### src/hw/rtl/afe_pkg.sv
package afe_pkg;

    localparam int unsigned ANGLE_W     = 10;
    localparam int unsigned BYTE_W      = 8;
    localparam int unsigned DIGIT_COUNT = 9;
    localparam int unsigned FRAME_LEN   = 13;
    localparam int unsigned IN_DATA_W   = 32;
    localparam int unsigned CNT_W       = 4;

    localparam logic [ANGLE_W-1:0] MAX_ANGLE  = 10'd999;
    localparam logic [BYTE_W-1:0]  START_MARK = 8'h24;
    localparam logic [BYTE_W-1:0]  END_MARK   = 8'h21;
    localparam logic [BYTE_W-1:0]  ASCII_ZERO = 8'h30;
    localparam logic [15:0]        CRC_POLY   = 16'h1021;
    localparam logic [15:0]        CRC_INIT   = 16'hFFFF;

    // frame byte positions
    localparam logic [CNT_W-1:0] POS_START  = 4'd0;
    localparam logic [CNT_W-1:0] POS_CRC_LO = 4'd10;
    localparam logic [CNT_W-1:0] POS_CRC_HI = 4'd11;
    localparam logic [CNT_W-1:0] POS_END    = 4'd12;

    // nine ascii digits, digit 0 is sent first
    typedef logic [DIGIT_COUNT-1:0][BYTE_W-1:0] t_digits;

    // saturate an angle to the printable range
    function automatic logic [ANGLE_W-1:0] clamp_angle(input logic [ANGLE_W-1:0] v);
        return (v > MAX_ANGLE) ? MAX_ANGLE : v;
    endfunction

    // crc-16 update with one byte, msb first
    function automatic logic [15:0] crc_add_byte(input logic [15:0] crc_in,
                                                 input logic [BYTE_W-1:0] data);
        logic [15:0] c;
        c = crc_in ^ {data, 8'h00};
        for (int b = 0; b < 8; b++) begin
            if (c[15]) begin
                c = {c[14:0], 1'b0} ^ CRC_POLY;
            end else begin
                c = {c[14:0], 1'b0};
            end
        end
        return c;
    endfunction

    function automatic logic is_marker(input logic [BYTE_W-1:0] b);
        return (b == START_MARK) || (b == END_MARK);
    endfunction

endpackage

### src/hw/rtl/afe_digits.sv
module afe_digits (
    input  logic                                i_clk,
    input  logic                                i_rst_n,
    input  logic                                i_valid,
    output logic                                o_ready,
    input  logic [2:0][afe_pkg::ANGLE_W-1:0]    i_angles,
    output logic                                o_valid,
    input  logic                                i_ready,
    output afe_pkg::t_digits                    o_digits
);

    // stage valids and enables
    logic       r_v1, r_v2, r_v3;
    logic       en1, en2, en3;

    logic [2:0][afe_pkg::ANGLE_W-1:0] r_ang1;
    logic [2:0][3:0]                  r_hun1;
    logic [2:0][3:0]                  r_hun2;
    logic [2:0][6:0]                  r_rem2;
    afe_pkg::t_digits                 r_dig3;

    logic [2:0][afe_pkg::ANGLE_W-1:0] n_ang1;
    logic [2:0][3:0]                  n_hun1;
    logic [2:0][6:0]                  n_rem2;
    afe_pkg::t_digits                 n_dig3;

    assign en3     = !r_v3 || i_ready;
    assign en2     = !r_v2 || en3;
    assign en1     = !r_v1 || en2;
    assign o_ready = en1;
    assign o_valid = r_v3;
    assign o_digits = r_dig3;

    // hundreds digit by reciprocal multiply, exact below 1000
    always_comb begin
        logic [15:0] prod;
        for (int a = 0; a < 3; a++) begin
            n_ang1[a] = afe_pkg::clamp_angle(i_angles[a]);
            prod      = {6'd0, n_ang1[a]} * 16'd41;
            n_hun1[a] = prod[15:12];
        end
    end

    // remainder below one hundred
    always_comb begin
        logic [10:0] sub;
        for (int a = 0; a < 3; a++) begin
            sub       = {7'd0, r_hun1[a]} * 11'd100;
            n_rem2[a] = 7'(r_ang1[a] - sub[9:0]);
        end
    end

    // tens and ones, then ascii
    always_comb begin
        logic [14:0] prod;
        logic [3:0]  tens;
        logic [6:0]  ones;
        for (int a = 0; a < 3; a++) begin
            prod = {8'd0, r_rem2[a]} * 15'd205;
            tens = prod[14:11];
            ones = r_rem2[a] - 7'({3'd0, tens} * 7'd10);
            n_dig3[a*3+0] = afe_pkg::ASCII_ZERO | {4'd0, r_hun2[a]};
            n_dig3[a*3+1] = afe_pkg::ASCII_ZERO | {4'd0, tens};
            n_dig3[a*3+2] = afe_pkg::ASCII_ZERO | {4'd0, ones[3:0]};
        end
    end

    // stage valid bits
    always_ff @(posedge i_clk) begin
        if (!i_rst_n) begin
            r_v1 <= 1'b0;
            r_v2 <= 1'b0;
            r_v3 <= 1'b0;
        end else begin
            if (en1) r_v1 <= i_valid;
            if (en2) r_v2 <= r_v1;
            if (en3) r_v3 <= r_v2;
        end
    end

    // stage payload
    always_ff @(posedge i_clk) begin
        if (en1) begin
            r_ang1 <= n_ang1;
            r_hun1 <= n_hun1;
        end
        if (en2) begin
            r_hun2 <= r_hun1;
            r_rem2 <= n_rem2;
        end
        if (en3) begin
            r_dig3 <= n_dig3;
        end
    end

endmodule

### src/hw/rtl/afe_crc.sv
module afe_crc (
    input  logic             i_clk,
    input  logic             i_rst_n,
    input  logic             i_valid,
    output logic             o_ready,
    input  afe_pkg::t_digits i_digits,
    output logic             o_valid,
    input  logic             i_ready,
    output afe_pkg::t_digits o_digits,
    output logic [15:0]      o_crc
);

    logic             r_v1, r_v2, r_v3;
    logic             en1, en2, en3;
    afe_pkg::t_digits r_dig1, r_dig2, r_dig3;
    logic [15:0]      r_crc1, r_crc2, r_crc3;
    logic [15:0]      n_crc1, n_crc2, n_crc3;

    assign en3      = !r_v3 || i_ready;
    assign en2      = !r_v2 || en3;
    assign en1      = !r_v1 || en2;
    assign o_ready  = en1;
    assign o_valid  = r_v3;
    assign o_digits = r_dig3;
    assign o_crc    = r_crc3;

    // three digits per stage
    always_comb begin
        n_crc1 = afe_pkg::crc_add_byte(afe_pkg::CRC_INIT, i_digits[0]);
        n_crc1 = afe_pkg::crc_add_byte(n_crc1, i_digits[1]);
        n_crc1 = afe_pkg::crc_add_byte(n_crc1, i_digits[2]);
    end

    always_comb begin
        n_crc2 = afe_pkg::crc_add_byte(r_crc1, r_dig1[3]);
        n_crc2 = afe_pkg::crc_add_byte(n_crc2, r_dig1[4]);
        n_crc2 = afe_pkg::crc_add_byte(n_crc2, r_dig1[5]);
    end

    // last digits, then blank both bytes if either looks like a marker
    always_comb begin
        n_crc3 = afe_pkg::crc_add_byte(r_crc2, r_dig2[6]);
        n_crc3 = afe_pkg::crc_add_byte(n_crc3, r_dig2[7]);
        n_crc3 = afe_pkg::crc_add_byte(n_crc3, r_dig2[8]);
        if (afe_pkg::is_marker(n_crc3[7:0]) || afe_pkg::is_marker(n_crc3[15:8])) begin
            n_crc3 = 16'h0000;
        end
    end

    // stage valid bits
    always_ff @(posedge i_clk) begin
        if (!i_rst_n) begin
            r_v1 <= 1'b0;
            r_v2 <= 1'b0;
            r_v3 <= 1'b0;
        end else begin
            if (en1) r_v1 <= i_valid;
            if (en2) r_v2 <= r_v1;
            if (en3) r_v3 <= r_v2;
        end
    end

    // stage payload
    always_ff @(posedge i_clk) begin
        if (en1) begin
            r_dig1 <= i_digits;
            r_crc1 <= n_crc1;
        end
        if (en2) begin
            r_dig2 <= r_dig1;
            r_crc2 <= n_crc2;
        end
        if (en3) begin
            r_dig3 <= r_dig2;
            r_crc3 <= n_crc3;
        end
    end

endmodule

### src/hw/rtl/afe_serial.sv
module afe_serial (
    input  logic                        i_clk,
    input  logic                        i_rst_n,
    input  logic                        i_valid,
    output logic                        o_ready,
    input  afe_pkg::t_digits            i_digits,
    input  logic [15:0]                 i_crc,
    output logic                        o_valid,
    input  logic                        i_ready,
    output logic [afe_pkg::BYTE_W-1:0]  o_byte,
    output logic                        o_last
);

    logic                      r_busy;
    logic [afe_pkg::CNT_W-1:0] r_cnt;
    afe_pkg::t_digits          r_dig;
    logic [15:0]               r_crc;
    logic                      at_end;
    logic                      load;

    assign at_end  = (r_cnt == afe_pkg::POS_END);
    assign o_ready = !r_busy || (i_ready && at_end);
    assign load    = i_valid && o_ready;
    assign o_valid = r_busy;
    assign o_last  = at_end;

    // byte select by frame position
    always_comb begin
        case (r_cnt)
            afe_pkg::POS_START:  o_byte = afe_pkg::START_MARK;
            afe_pkg::POS_CRC_LO: o_byte = r_crc[7:0];
            afe_pkg::POS_CRC_HI: o_byte = r_crc[15:8];
            afe_pkg::POS_END:    o_byte = afe_pkg::END_MARK;
            default: begin
                if (r_cnt >= 4'd1 && r_cnt <= 4'd9) begin
                    o_byte = r_dig[4'(r_cnt - 4'd1)];
                end else begin
                    o_byte = afe_pkg::END_MARK;
                end
            end
        endcase
    end

    // frame position counter
    always_ff @(posedge i_clk) begin
        if (!i_rst_n) begin
            r_busy <= 1'b0;
            r_cnt  <= afe_pkg::POS_START;
        end else if (load) begin
            r_busy <= 1'b1;
            r_cnt  <= afe_pkg::POS_START;
        end else if (r_busy && i_ready) begin
            if (at_end) begin
                r_busy <= 1'b0;
                r_cnt  <= afe_pkg::POS_START;
            end else begin
                r_cnt  <= r_cnt + 4'd1;
            end
        end
    end

    // frame hold register
    always_ff @(posedge i_clk) begin
        if (load) begin
            r_dig <= i_digits;
            r_crc <= i_crc;
        end
    end

endmodule

### src/hw/rtl/ascii_angle_frame_encoder_crc16.sv
// a word passes the six pipeline stages and the frame hold register; the output
// serializer then sends 13 bytes per word and takes the next as the last is accepted;
// the stages ahead take a new word every cycle unless full and buffer while it works
// reset: synchronous active low i_rst_n clears all valid bits and the byte counter
// payload registers are not reset
module ascii_angle_frame_encoder_crc16 (
    input  logic        i_clk,
    input  logic        i_rst_n,
    input  logic        i_s_axis_tvalid,
    output logic        o_s_axis_tready,
    // first_angle[9:0], second_angle[19:10], third_angle[29:20], zero pad [31:30]
    input  logic [31:0] i_s_axis_tdata,
    output logic        o_m_axis_tvalid,
    input  logic        i_m_axis_tready,
    // out_byte[7:0]
    output logic [7:0]  o_m_axis_tdata,
    output logic        o_m_axis_tlast
);

    logic [2:0][afe_pkg::ANGLE_W-1:0] angles;
    logic                             dig_valid, dig_ready;
    afe_pkg::t_digits                 dig_data;
    logic                             crc_valid, crc_ready;
    afe_pkg::t_digits                 crc_digits;
    logic [15:0]                      crc_value;

    // unpack input word
    assign angles[0] = i_s_axis_tdata[9:0];
    assign angles[1] = i_s_axis_tdata[19:10];
    assign angles[2] = i_s_axis_tdata[29:20];

    // decimal digits
    afe_digits u_digits (
        .i_clk    (i_clk),
        .i_rst_n  (i_rst_n),
        .i_valid  (i_s_axis_tvalid),
        .o_ready  (o_s_axis_tready),
        .i_angles (angles),
        .o_valid  (dig_valid),
        .i_ready  (dig_ready),
        .o_digits (dig_data)
    );

    // checksum over the digits
    afe_crc u_crc (
        .i_clk    (i_clk),
        .i_rst_n  (i_rst_n),
        .i_valid  (dig_valid),
        .o_ready  (dig_ready),
        .i_digits (dig_data),
        .o_valid  (crc_valid),
        .i_ready  (crc_ready),
        .o_digits (crc_digits),
        .o_crc    (crc_value)
    );

    // frame out one byte at a time, 13 bytes per input word
    afe_serial u_serial (
        .i_clk    (i_clk),
        .i_rst_n  (i_rst_n),
        .i_valid  (crc_valid),
        .o_ready  (crc_ready),
        .i_digits (crc_digits),
        .i_crc    (crc_value),
        .o_valid  (o_m_axis_tvalid),
        .i_ready  (i_m_axis_tready),
        .o_byte   (o_m_axis_tdata),
        .o_last   (o_m_axis_tlast)
    );

endmodule

### config.mk
export PLATFORM = sky130hd
export DESIGN_NAME = ascii_angle_frame_encoder_crc16
export DESIGN_NICKNAME = d
export VERILOG_FILES = /design/src/hw/rtl/afe_pkg.sv /design/src/hw/rtl/afe_digits.sv /design/src/hw/rtl/afe_crc.sv /design/src/hw/rtl/afe_serial.sv /design/src/hw/rtl/ascii_angle_frame_encoder_crc16.sv
export SDC_FILE = /design/constraint.sdc
export NUM_CORES = 1
export LEC_CHECK = 0
export BUFFER_PORTS_ARGS = -buffer_cell sky130_fd_sc_hd__buf_2
export CAP_MARGIN = 20
export CORE_AREA = 2 2 233 189
export CTS_BUF_LIST = sky130_fd_sc_hd__clkbuf_4
export DETAILED_ROUTE_END_ITERATION = 10
export DIE_AREA = 0 0 235 191
export PLACE_DENSITY = 0.85
export SLEW_MARGIN = 25
export SYNTH_ARGS = -nofsm -noshare
export SYNTH_HDL_FRONTEND = slang
export SYNTH_HIERARCHICAL = 1
export SYNTH_SLANG_ARGS = --single-unit
### constraint.sdc
create_clock -name i_clk -period 6.6 [get_ports i_clk]
set_input_delay 0 -clock i_clk [delete_from_list [all_inputs] [get_ports i_clk]]
set_output_delay 0 -clock i_clk [all_outputs]
set_load 0.05 [all_outputs]
# == Word level (Yosys, flattened, before mapping) ==
# Cells that the tools add are included.
# Widths: inputs -> output; s select.
# op_classes
shift,0
multipliers,12
n_bitwise,82
order_cmp,6
n_mux,83
add_sub_neg,8
n_eq_ne,7
reduce_logical,26
div,0
# ops
operator,count
$mux 13,72
$not 3->3,72
$xor 16x14->16,8
$mul 10x6->16 const B,3
$mul 7x8->15 const B,3
$bmux 8 s4,1
$eq 8x6->1 const B,4
$pmux 8 s4,1
$gt 10x10->1 const B,3
$mux 10,3
$sub 7x7->7,3
$mux 8,2
$not 14->16,1
$mul 4x5->5 const B,3
$eq 4x4->1 const B,3
$mul 4x3->3 const B,3
$sub 4x4->4,3
$logic_or 1x1->1,10
$logic_not 1->1,7
$lt 4x5->1 const B,1
$add 4x1->4 const B,1
$ge 4x1->1 const B,1
$le 4x4->1 const B,1
$logic_and 1x1->1,4
8 further kinds,11
# word_totals
latchBits,0
mem_bits_rw,0
elab_cells,295
output_inout_bits,11
n_memories,0
rom_bits,0
register_bits,321
in_bits,36

# == Longest topological paths before layout ==
# Gate-level depths: netlist (run 1).
# depth
depth_word,54
ltp_mapped,20
mapped_depth_nobuf,20

# == By module ==
# The synthesis (run 1) kept the hierarchy.
# modules_own_cells
module,n_inst,seq_area_each_um2,area_per_inst_um2,cells_each
afe_crc,1,7987.7,10381.2,519
afe_digits,1,3123.0,9044.9,787
afe_serial,1,2742.6,3847.4,220

# == Worst setup path after synthesis (run 1) ==
# OpenSTA, ideal clock, no wires.
# synth_timing
kind,reg2reg
from,reg u_serial/r_cnt[0] (netlist bit)
to,reg u_digits/r_ang1[0] (netlist bit) (enable)
path_buffers,4
setup_ns,0.718
setup_slack_ns,-0.593
t_arrival_ns,6.475
period_less_slack_ns,7.193
path_stages_with_launch,14
t_required_ns,5.882
cell_sequence,dfxtp_1 buf_6 buf_12 buf_4 inv_2 ha_1 buf_2 and3_1 a21boi_1 inv_1 nor2b_1 nand3_1 nor2b_1 nand3_1
# synth_between
elab_chain_cells,9
# synth_lines
element,line,text
"start, declared",afe_serial.sv:15,logic [afe_pkg::CNT_W-1:0] r_cnt;
"start signal, assigned",afe_serial.sv:48,r_cnt <= afe_pkg::POS_START;
"start signal, assigned",afe_serial.sv:51,r_cnt <= afe_pkg::POS_START;
"start signal, assigned",afe_serial.sv:55,r_cnt <= afe_pkg::POS_START;
$eq 4x4->1,afe_serial.sv:21,assign at_end = (r_cnt == afe_pkg::POS_END);
net o_m_axis_tlast,ascii_angle_frame_encoder_crc16.sv:17,output logic o_m_axis_tlast
$logic_and 1x1->1,afe_serial.sv:22,assign o_ready = !r_busy || (i_ready && at_end);
$logic_or 1x1->1,afe_serial.sv:22,
net crc_ready,ascii_angle_frame_encoder_crc16.sv:23,"logic crc_valid, crc_ready;"
$logic_or 1x1->1,afe_crc.sv:19,assign en3 = !r_v3 || i_ready;
$logic_or 1x1->1,afe_crc.sv:20,assign en2 = !r_v2 || en3;
$logic_or 1x1->1,afe_crc.sv:21,assign en1 = !r_v1 || en2;
net dig_ready,ascii_angle_frame_encoder_crc16.sv:21,"logic dig_valid, dig_ready;"
$logic_or 1x1->1,afe_digits.sv:27,assign en3 = !r_v3 || i_ready;
$logic_or 1x1->1,afe_digits.sv:28,assign en2 = !r_v2 || en3;
$logic_or 1x1->1,afe_digits.sv:29,assign en1 = !r_v1 || en2;
net o_s_axis_tready,ascii_angle_frame_encoder_crc16.sv:10,"output logic o_s_axis_tready,"
"end signal, assigned",afe_digits.sv:84,r_ang1 <= n_ang1;
"end, declared",afe_digits.sv:16,logic [2:0][afe_pkg::ANGLE_W-1:0] r_ang1;
# The timed path passes the listed nets, and every way through them passes these cells.
# A chain may end at the register's enable or synchronous reset.

# == Final worst setup path (run 1) ==
# layout_timing
from,reg u_serial/r_cnt[0] (netlist bit)
to,out o_s_axis_tready
# layout_between
elab_chain_cells,9
# layout_lines
element,line
$eq 4x4->1,afe_serial.sv:21
$logic_and 1x1->1,afe_serial.sv:22
$logic_or 1x1->1,afe_serial.sv:22
net crc_ready,ascii_angle_frame_encoder_crc16.sv:23
$logic_or 1x1->1,afe_crc.sv:19
$logic_or 1x1->1,afe_crc.sv:20
$logic_or 1x1->1,afe_crc.sv:21
net dig_ready,ascii_angle_frame_encoder_crc16.sv:21
$logic_or 1x1->1,afe_digits.sv:27
$logic_or 1x1->1,afe_digits.sv:28
$logic_or 1x1->1,afe_digits.sv:29
"end, declared",ascii_angle_frame_encoder_crc16.sv:10
# The timed path passes the listed nets, and every way through them passes these cells.

==> results of run 1 <==
-- what timing repair did --
action	CTS	global route
buffers inserted	0	0
gates resized for setup	0	0
hold buffers	64	0
hold endpoints to repair	44	0
-- registers in the layout, summed over array words and instances, names as in the netlist, 4 cells and up --
register and cells:
u_crc/r_crc1 16, u_digits/r_hun1 12, u_crc/r_crc2 16, u_crc/o_crc 16, u_serial/r_cnt 4, u_digits/r_ang1 21, u_digits/o_digits 36, u_digits/n_dig3 12
u_crc/o_digits 72, u_crc/r_dig2 72, u_digits/r_rem2 21, u_serial/r_dig 72, u_serial/r_crc 16, u_crc/r_dig1 72
-- synth_stat cells (5+ instances only) --
cell,n
clkbuf_1,17
xnor2_1,190
xor2_1,49
a21o_1,11
and2_1,6
o21ai_0,7
nor2b_1,9
and3_1,9
xnor2_2,7
edfxtp_1,454
a221o_1,7
mux4_2,10
nand2b_1,5
fa_1,42
xnor3_1,13
mux4_1,5
buf_4,38
nor3b_1,6
buf_2,7
nor2_1,41
nor3_1,15
ha_1,219
inv_1,173
a22oi_1,8
a31oi_1,5
nand2_1,29
or2_2,14
a21oi_1,20
o21a_1,12
dfxtp_1,11
nand3_1,17
-- cell families (layout without fill, tap and decap cells) --
group / after synthesis / in the layout / synth area share (%)
xor+xnor: 266 / 266 / 11.5
other cells: 2 / 37 / 0.0323
flops: 465 / 465 / 59.5
simple gates: 167 / 167 / 3.70
fa+ha+maj: 261 / 261 / 15.4
buf+inv: 239 / 477 / 4.64
mux: 19 / 19 / 1.71
compound gates: 107 / 107 / 3.54
-- how the worst max path moves through the flow --
stage,from,end,depth (start not counted)
detailed placement,u_serial/r_cnt[0],u_digits/r_ang1[2],10
global route,u_serial/r_cnt[0],o_s_axis_tready,11
global placement,u_digits/r_rem2[11],u_digits/o_digits[43],19
finish,u_serial/r_cnt[0],o_s_axis_tready,11
floorplan,u_serial/r_cnt[0],u_serial/r_crc[0],9
CTS,u_serial/r_cnt[0],o_s_axis_tready,11
-- layer usage --
layer	vias to the layer above	global-route usage (%)	part of all wire (%)
met5	-	0	0
met4	0	5.77	1.5
met3	49	3.67	4.7
met2	267	30.4	49
met1	5789	22.6	45
li1	5809	-	-
-- worst max-delay path, stage by stage (launching register included) --
cell and delay, ps:
dfxtp_1 310, buf_4 420, inv_2 130, ha_2 290, and3_1 240, a21boi_1 410, inv_1 80, nor2b_1 510
nand3_4 570, nor2b_1 530, nand3_2 750, buf_2 490
-- area by class of cell --
class	instances	area [um^2]
Inverter	174	653
Tap cell	560	701
Sequential cell	465	13900
Clock inverter	34	183
Timing Repair Buffer	116	925
Fill cell	3059	16700
Antenna cell	1	2.50
Multi-Input combinational cell	856	8500
Clock buffer	153	1150
-- per-stage QoR --
| step | cell area (um^2) | utilization, % | std cells | hold WS (ps) | setup slack [ps] |
|---|---|---|---|---|---|
| 4_1_cts | 26000 | 60.9 | 2358 | 4.96 | 803 |
| 5_1_grt | 26000 | 60.9 | 2359 | 46.4 | 516 |
| 3_5_place_dp | 24000 | 56.3 | 2107 | 266 | 1690 |
| 3_3_place_gp | 24000 | 56.3 | 2107 | 263 | 1840 |
| 6_report | 26000 | 60.9 | 2359 | 92.9 | 1030 |
| 2_1_floorplan | 23400 | - | 1560 | 118 | 236 |
==> summary.txt, run 1 <==
Core Area - 42600 um^2
global-route wire length before repair - 62600 um
FF-to-FF path depth - 12
Mapped Avg Cell Area - 15.3 um^2
total CTS buffers - 106
leading area contributor after synthesis - edfxtp_1
WHS Path Cells - 2
RSZ-0062 raised after global routing - no
DR vias - 11900
fin crit period - 5570 ps
CTS tree - built
Max Transition Viols Final - 0
status - complete, no violations
total gr overflow - 0
leading cell types in the layout, fill and taps excluded - edfxtp_1 (454), ha_1 (218), xnor2_1 (190), inv_1 (172), clkbuf_4 (153)
vias in the first global route - 12700
commonest non-fill, non-tap cell in the layout - edfxtp_1
clock sink count - 465
Crit path required time - 6600 ps
Min-Delay Endpoint - u_digits/r_ang1[25]
routed wire length - 38200 um
top cell type's share of synthesized area - 58.6%
startpoint types - flip-flop
drt first-iter violations - 654
hold path startpoint - i_s_axis_tdata[25]
sequential share of the synthesized area - 59.5%
r2r startpoint - u_serial/r_cnt[0]
Row Count - 68
Setup CP Type - flip-flop to output port
vias per cell - 5.05
Starting Density - 54.6%
CTS root buffer - clkbuf_4
Primary FF master, synth - edfxtp_1
Max-Cap Viols - 0
H-tree depth - 3
pin count of the biggest net entering global routing - 89
drt wl/cell - 16.2 um
post-synthesis cell area - 23300 um^2
ranking of synthesized cells by area - edfxtp_1 (59%), ha_1 (12%), xnor2_1 (7.2%), fa_1 (3.6%), inv_1 (2.8%)
Cells after Synth - 1526
Layout Nets - 2016
CP Max Fanout - 38
I/O Pins - 47
worst slew pin tran - 879 ps
GRT Overall Usage - 17.7%
clk_lat worst skew - 810 ps
Worst Setup End Kind - output port
Fmax - 179 MHz
Hold Crit Class - primary input to flip-flop
R2R Setup Slk - 1280 ps
Hold Fails Final Rpt - 0
async set or reset register ratio after synthesis - 0%
initial antenna violation count - 1
CTS clock-pin slew for the worst setup and hold paths - 80 ps
Initial DRT Pass Iterations - 5
WP data arrival - 5570 ps
Netlist cell types - 75
setup TNS - 0 ps
port bufs - 44
Post-route DRC - 0
capturing point of the worst reg2reg path - u_digits/r_v1
clock tree buffer depth - 3
Die W - 235 um
Die ar. - 44900 um^2
Setup violations, final - 0
post-synthesis register bit count - 465
Syn. warnings - 6
Final ANT Viol Nets - 0
RePlAce Congestion - 0.858
Die Ht - 191 um
area grow syn2layout - 11.6%
fraction of layout cells with a size suffix above 1 - 15.0%
DP HPWL - 27700 um
Final period util - 84.4%
Clock Skew - 53.7 ps
Slew Limit Headroom - 41.3%
number of synthesized flops with an enable pin - 454
Power of run 1 is not shown: default switching activity piles up to over one toggle a cycle in this logic, so the estimate is an artifact.
==> run 2: changes to the inputs <==
--- a/config.mk
+++ b/config.mk
@@ -5,13 +5,14 @@
 export SDC_FILE = /design/constraint.sdc
 export NUM_CORES = 1
 export LEC_CHECK = 0
+export ABC_AREA = 1
 export BUFFER_PORTS_ARGS = -buffer_cell sky130_fd_sc_hd__buf_2
 export CAP_MARGIN = 20
-export CORE_AREA = 2 2 233 189
+export CORE_AREA = 2 2 242 196
 export CTS_BUF_LIST = sky130_fd_sc_hd__clkbuf_4
 export DETAILED_ROUTE_END_ITERATION = 10
-export DIE_AREA = 0 0 235 191
-export PLACE_DENSITY = 0.85
+export DIE_AREA = 0 0 244 198
+export PLACE_DENSITY = 0.82
 export SLEW_MARGIN = 25
 export SYNTH_ARGS = -nofsm -noshare
 export SYNTH_HDL_FRONTEND = slang
==> constraint.sdc (replaced) <==
create_clock -name i_clk -period 5.5 [get_ports i_clk]
set_input_delay 0 -clock i_clk [delete_from_list [all_inputs] [get_ports i_clk]]
set_output_delay 0 -clock i_clk [all_outputs]
set_load 0.05 [all_outputs]
==> summary.txt, run 2 <==
Fmax - 206 MHz
global-route wire length before repair - 76500 um (+22%)
critical path startpoint - u_serial/r_cnt[1]
Slew Limit Headroom - 35.3% (-6.0 points)
DP HPWL - 33200 um (+20%)
total CTS buffers - 109 (+2.8%)
WHS Path Cells - 5 (+3)
instance count on the critical path - 16 (+5)
Max-Cap Viols - 0 (unchanged)
vias per cell - 5.09 (+0.74%)
CTS root buffer - clkbuf_4
initial antenna violation count - 2 (+1)
Hold Fails Final Rpt - 0 (unchanged)
Setup CP Type - flip-flop to output port
port bufs - 44 (unchanged)
Buf/Inv on CP - 6 (+2)
RePlAce Congestion - 0.857 (-0.15%)
Primary FF master, synth - edfxtp_1
setup TNS - 0 ps (unchanged)
Crit path required time - 5500 ps (-1100 ps)
Min-Delay Endpoint - u_serial/o_valid
fin crit period - 4860 ps
Initial DRT Pass Iterations - 5 (unchanged)
Core Area - 46300 um^2 (+8.6%)
FF-to-FF path depth - 17 (+5)
CTS tree - built
DR vias - 15900 (+33%)
pin count of the biggest net entering global routing - 74 (-17%)
CTS clock-pin slew for the worst setup and hold paths - 70 ps (about the same)
R2R Setup Slk - 940 ps (-340 ps)
Layout Nets - 2721 (+35%)
hold path startpoint - i_m_axis_tready
Syn. warnings - 6 (unchanged)
drt wl/cell - 14.8 um (-8.3%)
routed wire length - 46300 um (+21%)
top cells by count, synth - nand2_1 (523), edfxtp_1 (454), inv_1 (323)
Starting Density - 53.9% (-0.66 points)
CP delay by family, top - simple AND/OR/NAND/NOR gates
async set or reset register ratio after synthesis - 0% (unchanged)
ranking of synthesized cells by area - edfxtp_1 (55%), ha_1 (11%), nand2_1 (7.9%), inv_1 (4.9%), fa_1 (3.4%)
most frequent cell after synthesis - nand2_1
clock tree buffer depth - 3 (unchanged)
capturing point of the worst reg2reg path - u_digits/r_v1
r2r startpoint - u_serial/r_cnt[1]
vias in the first global route - 16100 (+27%)
sequential share of the synthesized area - 55.5% (-4.0 points)
Worst Setup End Kind - output port
top cell type's share of synthesized area - 54.6% (-4.0 points)
WP data arrival - 4860 ps (-710 ps)
leading area contributor after synthesis - edfxtp_1
drt first-iter violations - 1143 (+75%)
setup ws final - 644 ps (-383 ps)
Final period util - 88.3%
Clock Skew - 60.1 ps (+6.38 ps)
Post-route DRC - 0 (unchanged)
clk_lat worst skew - 820 ps (about the same)
Die W - 244 um (+3.8%)
Hold Crit Class - primary input to flip-flop
crit-path cells - inv_1 -> ha_1 -> nand3_1 -> inv_2 -> nand2_1 -> nand2_1 -> inv_1 -> nand2_4 -> nor2_1 -> nand2_4 -> inv_1 -> nand2_1 -> buf_4 -> nor2_1 -> nand2_2 -> buf_2
Mapped Avg Cell Area - 11.2 um^2 (-27%)
status - complete, no violations
Post-CTS Setup Bufs - 0 (unchanged)
fraction of layout cells with a size suffix above 1 - 12.2% (-2.9 points)
worst slew pin tran - 970 ps (+91.3 ps)
H-tree depth - 3 (unchanged)
post-synthesis register bit count - 465 (unchanged)
Die ar. - 48300 um^2 (+7.6%)
clock sink count - 465 (unchanged)
GRT Overall Usage - 19.8% (+2.1 points)
area post-placement - 25700 um^2 (+7.2%)
Cells after Synth - 2230 (+46%)
Critical-path top delay cell - nand2_2
# fillers - 3527 (+15%)
I/O Pins - 47 (unchanged)
final core occ - 59.8% (-1.1 points)
post-synthesis cell area - 25000 um^2 (+7.3%)
CP Max Fanout - 38 (unchanged)
hold_buf cts - 62 (-3.1%)
Die Ht - 198 um (+3.7%)
Netlist cell types - 50 (-33%)
fin area - 27700 um^2 (+6.6%)
RSZ-0062 raised after global routing - no
Setup violations, final - 0 (unchanged)
Final ANT Viol Nets - 0 (unchanged)
commonest non-fill, non-tap cell in the layout - nand2_1
leading cell types in the layout, fill and taps excluded - nand2_1 (520), edfxtp_1 (454), inv_1 (320), ha_1 (219), clkbuf_4 (162)
slowest stage delay, CP - 520 ps (-230 ps)
number of synthesized flops with an enable pin - 454 (unchanged)
post-cts repair resize count - 0 (unchanged)
Max Transition Viols Final - 0 (unchanged)
startpoint types - flip-flop
DP Worst Slack - 987 ps (-701 ps)
Row Count - 71 (+4.4%)
area grow syn2layout - 10.9%
total gr overflow - 0 (unchanged)
[run 2: cell types whose count changed after synthesis, moves of 14 or more]
cell / change
nand4_1: +14
a21oi_1: +39
xnor2_1: -127
nand3_1: +123
o21ai_0: +18
inv_1: +150
nand2_2: +18
nor2_1: +44
xor2_1: +35
nand2_1: +494
[run 2: tightest hold or removal path: cells and delay by family]
family / cells / cell delay (ps)
simple gates: 2 / 160
compound gates: 1 / 70
buf+inv: 2 / 650
[run 2: cells by family after synthesis]
| family | synth area share, % |
|---|---|
| compound gates | 2.74 |
| xor+xnor | 6.55 |
| fa+ha+maj | 14.3 |
| buf+inv | 6.81 |
| flops | 55.5 |
| other cells | 0.0301 |
| simple gates | 14.0 |
[run 2: layer usage]
metal	share of wire, %	wire [um]	global-route usage [%]
met3	6.2	2880	3.80
met2	49	22500	33.7
met5	0	0	0
met4	2.1	978	6.32
met1	43	20000	25.8
[run 2: through the flow]
step / std cells / hold slack [ps]
after floorplan: 2264 / 118
after global placement: 2871 / 265
after detailed placement: 2871 / 268
after CTS: 3119 / 28.7
after global routing: 3123 / 52.3
final: 3123 / 110
[run 2: cell type report]
type,instances,area [um^2],share of cell area (%)
antenna,4,10.0,0.0361
clock buffer,162,1220,4.39
clock inverter,24,113,0.407
inverter,328,1240,4.49
multi-input combinational,1403,9550,34.5
sequential,465,13900,50.0
tap,620,776,2.80
timing repair buffer,117,923,3.33
[run 2: worst max-delay path by stage]
stage	endpoint	slack [ps]
6_report	o_s_axis_tready	640
5_1_grt	o_s_axis_tready	170
4_1_cts	o_s_axis_tready	540
3_5_place_dp	u_digits/o_digits[19]	990
3_3_place_gp	u_digits/o_digits[67]	1060
2_1_floorplan	u_digits/n_dig3[0]	10
Power of run 2 is left out for the same reason.
==> run 3: changes to the inputs <==
--- a/config.mk
+++ b/config.mk
@@ -5,13 +5,12 @@
 export SDC_FILE = /design/constraint.sdc
 export NUM_CORES = 1
 export LEC_CHECK = 0
-export ABC_AREA = 1
 export BUFFER_PORTS_ARGS = -buffer_cell sky130_fd_sc_hd__buf_2
 export CAP_MARGIN = 20
-export CORE_AREA = 2 2 242 196
+export CORE_AREA = 2 2 233 189
 export CTS_BUF_LIST = sky130_fd_sc_hd__clkbuf_4
 export DETAILED_ROUTE_END_ITERATION = 10
-export DIE_AREA = 0 0 244 198
+export DIE_AREA = 0 0 235 191
 export PLACE_DENSITY = 0.82
 export SLEW_MARGIN = 25
 export SYNTH_ARGS = -nofsm -noshare
==> summary.txt, run 3 (synthesis gave the netlist of run 1 again) <==
worst slew pin tran - 873 ps (-97.1 ps)
Die ar. - 44900 um^2 (-7.1%)
R2R Setup Slk - 650 ps (-290 ps)
CP Max Fanout - 4 (-89%)
DP HPWL - 26800 um (-19%)
Slew Limit Headroom - 41.8% (+6.5 points)
Crit path required time - 6010 ps (+510 ps)
FF-to-FF path depth - 17 (unchanged)
RePlAce Congestion - 0.828 (-3.4%)
setup TNS - 0 ps (unchanged)
vias per cell - 5.08 (-0.23%)
Core Area - 42600 um^2 (-7.9%)
H-tree depth - 3 (unchanged)
Max Transition Viols Final - 0 (unchanged)
Critical-path top delay cell - fa_1
Row Count - 68 (-4.2%)
I/O Pins - 47 (unchanged)
clock tree buffer depth - 3 (unchanged)
global-route wire length before repair - 62400 um (-18%)
slowest stage delay, CP - 520 ps (about the same)
drt wl/cell - 16.0 um (+7.7%)
hold path startpoint - i_s_axis_tdata[17]
DR vias - 12000 (-25%)
vias in the first global route - 12600 (-22%)
total CTS buffers - 106 (-2.8%)
area grow syn2layout - 11.5%
status - complete, no violations
CTS tree - built
GRT Overall Usage - 17.6% (-2.2 points)
clock sink count - 465 (unchanged)
# fillers - 3123 (-11%)
Post-CTS Setup Bufs - 0 (unchanged)
Fmax - 206 MHz (about the same)
port bufs - 44 (unchanged)
CTS root buffer - clkbuf_4
capturing point of the worst reg2reg path - u_digits/o_digits[43]
Final period util - 88.3% (about the same)
startpoint types - flip-flop
total gr overflow - 0 (unchanged)
Worst Setup End Kind - flip-flop
routed wire length - 37700 um (-19%)
hold_ws - 112 ps (+2.73 ps)
Hold Fails Final Rpt - 0 (unchanged)
Initial DRT Pass Iterations - 5 (unchanged)
WHS Path Cells - 5 (unchanged)
Final ANT Viol Nets - 0 (unchanged)
Worst path most repeated cell - ha_1
Setup CP Type - flip-flop to flip-flop
Hold Crit Class - primary input to flip-flop
Clock Skew - 47.8 ps (-12.3 ps)
pin count of the biggest net entering global routing - 89 (+20%)
Layout Nets - 2012 (-26%)
clk_lat worst skew - 790 ps (-30 ps)
Max-Cap Viols - 0 (unchanged)
crit-path cells - ha_1 -> ha_1 -> fa_1 -> inv_1 -> fa_1 -> inv_1 -> ha_1 -> a21oi_1 -> a211oi_1 -> or4_4 -> a21oi_1 -> ha_1 -> inv_1 -> fa_1 -> xnor2_1 -> xnor2_1 -> xnor2_1
WP data arrival - 5360 ps (+500 ps)
drt first-iter violations - 769 (-33%)
commonest non-fill, non-tap cell in the layout - edfxtp_1
r2r startpoint - u_digits/r_rem2[11]
CTS clock-pin slew for the worst setup and hold paths - 70 ps (about the same)
fin crit period - 4850 ps (-2.10 ps)
fraction of layout cells with a size suffix above 1 - 15.3% (+3.1 points)
post-cts repair resize count - 0 (unchanged)
Die Ht - 191 um (-3.5%)
Min-Delay Endpoint - u_digits/r_hun1[4]
RSZ-0062 raised after global routing - no
initial antenna violation count - 2 (unchanged)
Setup violations, final - 0 (unchanged)
Starting Density - 54.6% (+0.66 points)
Die W - 235 um (-3.7%)
Post-route DRC - 0 (unchanged)
leading cell types in the layout, fill and taps excluded - edfxtp_1 (454), ha_1 (218), xnor2_1 (190), inv_1 (172), clkbuf_4 (158)
==> run 3: changes by cell type in the layout (fill, tap and decap cells not counted), moves of 13 or more <==
cell	previous run	this run
xor2_1	84	49
nor2_1	85	41
nand4_1	16	2
nand2_1	520	28
inv_1	320	172
xnor3_1	0	13
o21ai_0	25	7
a21oi_1	59	20
nand3_1	140	15
xnor2_1	63	190
nor3_1	2	15
nand2_2	19	0
==> run 3: final cells by class <==
type	instances	area (um^2)	share of cell area [%]
Clock buffer	158	1190	4.57
Tap cell	560	701	2.70
Timing Repair Buffer	112	883	3.40
Multi-Input combinational cell	856	8500	32.8
Clock inverter	31	156	0.603
Sequential cell	465	13900	53.4
Inverter	174	654	2.52
Antenna cell	3	7.51	0.0289
==> run 3: worst max-delay path: cells and delay by family (launching register included) <==
kind            cells  cell delay [ps]
buf+inv             3              160
flops               1              480
xor+xnor            3              420
compound gates      3              510
fa+ha+maj           7             2510
simple gates        1              510
==> run 3: worst max-delay path by stage <==
stage | cells after the start | slack [ps] | end | startpoint
6_report | 17 | 650 | u_digits/o_digits[43] | u_digits/r_rem2[11]
4_1_cts | 17 | 630 | u_digits/o_digits[43] | u_digits/r_rem2[11]
3_3_place_gp | 17 | 760 | u_digits/o_digits[43] | u_digits/r_rem2[11]
5_1_grt | 19 | 310 | u_digits/o_digits[43] | u_digits/r_rem2[11]
3_5_place_dp | 17 | 680 | u_digits/o_digits[43] | u_digits/r_rem2[11]
2_1_floorplan | 13 | 30 | u_digits/r_ang1[0] | u_serial/r_cnt[0]
==> run 3: metal layers <==
metal  GRT usage (%)  vias up  routed length [um]
met1            23.6     5841               17100
li1                -     5821                   -
met5               0        -                   0
met3            3.83       35                1940
met2            29.2      278               18300
met4            4.77        0                 414
==> run 3: through the flow <==
stage,utilization [%],setup WS (ps),cell area [um^2],cells
2_1_floorplan,-,25.4,23400,1560
3_3_place_gp,56.3,757,24000,2109
3_5_place_dp,56.3,682,24000,2109
4_1_cts,60.8,634,25900,2356
5_1_grt,60.9,314,25900,2359
6_report,60.9,646,25900,2359
==> run 3: timing repair <==
| item | CTS | global route |
|---|---|---|
| endpoints found under the setup margin | 0 | 0 |
| hold endpoints to repair | 44 | 0 |
| hold buffers | 58 | 0 |
Power of run 3 is left out for the same reason.
